### config.mk
export PLATFORM = sky130hd
export DESIGN_NAME = ssp_ctrl
export DESIGN_NICKNAME = d
export VERILOG_FILES = /design/src/sv/ssp_pkg.sv /design/src/sv/ssp_ctrl.sv
export SDC_FILE = /design/constraint.sdc
export NUM_CORES = 1
export LEC_CHECK = 0
export BUFFER_PORTS_ARGS = -buffer_cell sky130_fd_sc_hd__buf_2
export CORE_AREA = 2 2 39 41
export DETAILED_ROUTE_END_ITERATION = 6
export DIE_AREA = 0 0 41 43
export RECOVER_POWER = 50
export SLEW_MARGIN = 40
export SYNTH_ARGS = -nofsm -noshare
export SYNTH_HDL_FRONTEND = slang
export SYNTH_SLANG_ARGS = --single-unit
### constraint.sdc
create_clock -name clk -period 2 [get_ports clk]
set_clock_uncertainty 0.2 [all_clocks]
set_input_delay 0.2 -clock clk [delete_from_list [all_inputs] [get_ports clk]]
set_output_delay 0.2 -clock clk [all_outputs]
set_load 0.005 [all_outputs]
### src/sv/ssp_pkg.sv
// ----------------------------------------------------------------------------
// ssp_pkg
// Shared types, codes and constants of the shortest path core.
// ----------------------------------------------------------------------------
package ssp_pkg;

    localparam int NODES_DEF = 1024;
    localparam int EDGES_DEF = 4096;
    localparam int DIST_W    = 48;
    localparam int CFG_W     = 11;
    localparam int FNODE_W   = 10;
    localparam int WEIGHT_W  = 32;
    localparam int APB_AW    = 3;
    localparam int APB_DW    = 32;
    localparam int CFG_MAX   = 2047;

    localparam logic [DIST_W-1:0] DIST_MAX = 48'hFFFF_FFFF_FFFF;

    // register addresses
    localparam logic [APB_AW-1:0] ADDR_NODE_COUNT = 3'd0;

    typedef enum logic [1:0] {
        CMD_CLEAR = 2'd0,
        CMD_ADD   = 2'd1,
        CMD_RUN   = 2'd2,
        CMD_READ  = 2'd3
    } cmd_e;

    typedef enum logic [1:0] {
        ST_OK    = 2'd0,
        ST_FULL  = 2'd1,
        ST_RANGE = 2'd2
    } status_e;

    typedef struct packed {
        logic [1:0]          command;
        logic [FNODE_W-1:0]  edge_tail;
        logic [FNODE_W-1:0]  edge_head;
        logic [WEIGHT_W-1:0] edge_weight;
        logic [FNODE_W-1:0]  source_node;
        logic [FNODE_W-1:0]  query_node;
    } req_t;

    typedef struct packed {
        logic [1:0]        status;
        logic              reachable;
        logic [DIST_W-1:0] distance;
    } rsp_t;

    typedef struct packed {
        logic [FNODE_W-1:0]  tail;
        logic [FNODE_W-1:0]  head;
        logic [WEIGHT_W-1:0] weight;
    } edge_t;

    typedef struct packed {
        logic              settled;
        logic              reach;
        logic [DIST_W-1:0] cost;
    } node_t;

    typedef enum logic [3:0] {
        S_IDLE,
        S_INIT,
        S_SCAN,
        S_SETTLE,
        S_E_ISSUE,
        S_E_WAIT,
        S_E_CHECK,
        S_READ_WAIT,
        S_RUN_END
    } state_e;

    // controller to datapath
    typedef struct packed {
        logic take;
        logic load_out;
        logic read_done;
        logic init_step;
        logic scan_start;
        logic scan_issue;
        logic settle;
        logic edge_issue;
        logic edge_check;
        logic relax;
    } ctl_t;

    // datapath to controller
    typedef struct packed {
        logic [1:0] cmd;
        logic       src_ok;
        logic       out_free;
        logic       init_last;
        logic       scan_done;
        logic       found;
        logic       edge_done;
        logic       edge_hit;
    } sts_t;

endpackage

### src/sv/ssp_ctrl.sv
// ----------------------------------------------------------------------------
// ssp_ctrl
// Sequencer for request intake, run initialisation, minimum scan and relaxation.
// ----------------------------------------------------------------------------
module ssp_ctrl (
    input  logic         clk,
    input  logic         rst_n,
    input  logic         in_valid,
    input  ssp_pkg::sts_t sts,
    output ssp_pkg::ctl_t ctl,
    output logic         ready
);
    import ssp_pkg::*;

    state_e state_reg;
    state_e state_next;

    // state register
    always_ff @(posedge clk or negedge rst_n)
    begin
        if (!rst_n)
        begin
            state_reg <= S_IDLE;
        end
        else
        begin
            state_reg <= state_next;
        end
    end

    // next state and commands
    always_comb
    begin
        state_next = state_reg;
        ctl        = '0;
        ready      = 1'b0;
        case (state_reg)
            S_IDLE:
            begin
                ready    = sts.out_free;
                ctl.take = sts.out_free && in_valid;
                if (ctl.take)
                begin
                    case (sts.cmd)
                        CMD_RUN:
                        begin
                            if (sts.src_ok)
                            begin
                                state_next = S_INIT;
                            end
                            else
                            begin
                                ctl.load_out = 1'b1;
                            end
                        end
                        CMD_READ:
                        begin
                            state_next = S_READ_WAIT;
                        end
                        default:
                        begin
                            ctl.load_out = 1'b1;
                        end
                    endcase
                end
            end
            S_INIT:
            begin
                ctl.init_step = 1'b1;
                if (sts.init_last)
                begin
                    ctl.scan_start = 1'b1;
                    state_next     = S_SCAN;
                end
            end
            S_SCAN:
            begin
                ctl.scan_issue = 1'b1;
                if (sts.scan_done)
                begin
                    state_next = sts.found ? S_SETTLE : S_RUN_END;
                end
            end
            S_SETTLE:
            begin
                ctl.settle = 1'b1;
                state_next = S_E_ISSUE;
            end
            S_E_ISSUE:
            begin
                if (sts.edge_done)
                begin
                    ctl.scan_start = 1'b1;
                    state_next     = S_SCAN;
                end
                else
                begin
                    ctl.edge_issue = 1'b1;
                    state_next     = S_E_WAIT;
                end
            end
            S_E_WAIT:
            begin
                if (sts.edge_hit)
                begin
                    ctl.edge_check = 1'b1;
                    state_next     = S_E_CHECK;
                end
                else
                begin
                    state_next = S_E_ISSUE;
                end
            end
            S_E_CHECK:
            begin
                ctl.relax  = 1'b1;
                state_next = S_E_ISSUE;
            end
            S_READ_WAIT:
            begin
                ctl.load_out  = 1'b1;
                ctl.read_done = 1'b1;
                state_next    = S_IDLE;
            end
            S_RUN_END:
            begin
                ctl.load_out = 1'b1;
                state_next   = S_IDLE;
            end
            default:
            begin
                state_next = S_IDLE;
            end
        endcase
    end

endmodule

==> impl_metrics.env <==
export IMPL_outcome="finished, final reports clean"
export IMPL_drt_total_wl_um=1110
export IMPL_dieArea_sq_mm=0.00176
export IMPL_fin_nets=99
export IMPL_postCtsSetupRepairBufs=0
export IMPL_grt_pass1_wl_um=1670
export IMPL_top_layer="met3"
export IMPL_path_class="flop to output port"
export IMPL_period_share_pct=92.1
export IMPL_final_area_sq_um=581
export IMPL_die_x_um=41
export IMPL_fp_dieH_um=43
export IMPL_start_util_pct=30.5
export IMPL_crit_arrival_ns=1.44
export IMPL_dpl_cell_area_sq_um=538
export IMPL_overflow=0
export IMPL_grt_usage_pct=14.0
export IMPL_max_cap_violations=0
export IMPL_yosysSeqAreaShare_pct=23.7
export IMPL_setup_violations=0
export IMPL_yosys_top_cells_area="dfrtp_1, nor2_1, nand2_1"
export IMPL_relSlewSlack_pct=75.5
export IMPL_routabilityCongestion=0.817
export IMPL_avgRoutedWirePerCell_um=11.0
export IMPL_peakVddDrop_mv=0.646
export IMPL_syn_area_per_cell_sq_um=7.15
export IMPL_dp_final_hpwl_um=866
export IMPL_p_leak_nw=0.274
export IMPL_first_global_vias=409
export IMPL_cts_max_path_buffers=2
export IMPL_start_kind="flop"
export IMPL_min_period_ns=1.84
export IMPL_post_place_ws_ns=0.376
export IMPL_tightest_slew_ns=0.367
export IMPL_fillers=144
export IMPL_area_growth_pct=37.7
export IMPL_cts_sinks=4
export IMPL_synth_nets=71
export IMPL_cp_end_kind="output port"
export IMPL_cts_tree="yes"
export IMPL_yosysWarnings=0
export IMPL_route_detailed_drc=0
export IMPL_crit_fanout=13
export IMPL_wl_met3_um=71
export IMPL_synth_top_area_share_pct=23.7
export IMPL_final_cells=101
export IMPL_cts_made_buffers=3
export IMPL_antenna_cells=0
export IMPL_largest_reg_flops=4
export IMPL_total_power_mw=0.678
export IMPL_crit_required_ns=1.60
export IMPL_syn_inst=59
export IMPL_syn_area_sq_um=422
export IMPL_rsz0062_at_grt="no"
export IMPL_dr_wl_met2_um=491
export IMPL_synth_distinct_cells=29
export IMPL_grt_antenna_before_repair=0
export IMPL_setup_slack_ns=0.159
export IMPL_yosysTopAreaCell="dfrtp_1"
export IMPL_cts_htree_levels=1
export IMPL_ant_nets=0
export IMPL_placed_cells=95
export IMPL_clk_pin_slew_ns=0.04
export IMPL_max_clock_freq_mhz=543
export IMPL_rows=14
export IMPL_cts_root_buf="clkbuf_4"
export IMPL_grt_max_degree=14
export IMPL_synth_seq_cells=4
export IMPL_wl_met1_um=545
export IMPL_reg2reg_slack_ns=0.25
export IMPL_ios=23
export IMPL_hp_class="primary input to flop"
export IMPL_coreArea_sq_mm=0.00138
export IMPL_dr_pass1_iters=4
export IMPL_clkLatencyLatePin_ns=0.23
export IMPL_portBuffers=22
export IMPL_drt_iter0_drc=10
export IMPL_ctsResizeCount=0
export IMPL_drive_above_1_share_pct=29.4
export IMPL_fin_tns_setup_ns=0
export IMPL_vias_per_cell=4.92
export IMPL_finalMaxSlewViolations=0
export IMPL_via_count=497
export IMPL_timing_hold_violations_final=0
export IMPL_cellPowerDensity_mw_per_mm2=1170
## per-layer routing
metal | track usage (%) | vias to the layer above
met2 | 19.7 | 17
met5 | 0 | -
li1 | - | 261
met4 | 6.00 | 0
met3 | 3.14 | 0
met1 | 20.0 | 219
## area by class of cell
type | instances | area [sq um] | area share [%]
well taps | 16 | 20.0 | 3.45
multi-input cells | 50 | 288 | 49.6
clock buffers | 3 | 22.5 | 3.88
repair buffers | 26 | 143 | 24.6
flip-flops and latches | 4 | 100 | 17.2
inverters | 2 | 7.51 | 1.29
## metrics by stage
stage / util [%] / hold WS (ns)
2_1_floorplan: - / -0.296
3_3_place_gp: 38.9 / -0.192
3_5_place_dp: 38.9 / -0.190
4_1_cts: 42.7 / 0.00440
5_1_grt: 42.0 / 0.0250
6_report: 42.0 / 0.0102
## what timing repair did
item | 4_1_cts | 5_1_grt
hold buffers | 3 | 0
setup endpoints to repair | 0 | 0
endpoints found under the hold margin | 6 | 0
## where the power goes
group | internal (mW) | total (mW) | leakage, nW | switching (mW)
Sequential | 0.109 | 0.188 | 0.0523 | 0.0790
Combinational | 0.194 | 0.394 | 0.208 | 0.200
Clock | 0.0669 | 0.0969 | 0.0138 | 0.0299
Total | 0.370 | 0.678 | 0.274 | 0.308
## cells in the mapped netlist
cell      instances
buf_6             1
or2b_1            1
buf_2             2
inv_1             2
o211ai_2          1
nand3_1           1
nand3b_1          2
a21boi_0          1
nor2b_1           2
nand2_1           7
a21oi_2           1
or3_1             1
o22ai_1           3
nor4_1            1
nor3_1            1
xnor2_1           1
a31oi_1           1
and3_1            1
o21bai_1          2
a21oi_1           2
nor3b_1           1
nand2b_1          3
dfrtp_1           4
nor2_1           10
a211oi_2          1
or2_2             1
o31a_1            1
o21ai_0           3
a32oi_1           1
## worst max-delay path, stage by stage (launching register included)
cell and delay, ns:
dfrtp_1 0.50, or3_1 0.44, o22ai_1 0.14, buf_2 0.13
## cells in the final DEF (no fill, tap or decap), drive strengths merged, types with 3 or more instances in the layout
cell type	count
buf	19
nor2	10
nand2	7
clkbuf	7
dfrtp	4
nand2b	3
o21ai	3
o22ai	3
dlygate4sd3	3
a21oi	3
## cell families (layout without fill, tap and decap cells)
| group | count (synthesis) | count (layout) | share of synthesized area [%] |
|---|---|---|---|
| flip-flops | 4 | 4 | 23.7 |
| AND/OR/NAND/NOR | 32 | 32 | 38.0 |
| XOR/XNOR | 1 | 1 | 2.08 |
| AO/OA/AOI/OAI | 17 | 17 | 29.4 |
| buffers and inverters | 5 | 31 | 6.83 |
## path summary, 6_finish.rpt
check,from,to,depth (start not counted)
max in group asynchronous,rst_n,state_reg[1]$_DFFE_PN0P_,2
min in group asynchronous,rst_n,state_reg[2]$_DFFE_PN0P_,2
min reg2reg,state_reg[1]$_DFFE_PN0P_,state_reg[2]$_DFFE_PN0P_,1
min,sts[4],state_reg[0]$_DFFE_PN0P_,2
max,state_reg[1]$_DFFE_PN0P_,ctl[8],3
max reg2reg,state_reg[1]$_DFFE_PN0P_,state_reg[0]$_DFFE_PN0P_,3
(Power assumes the default switching activity.)
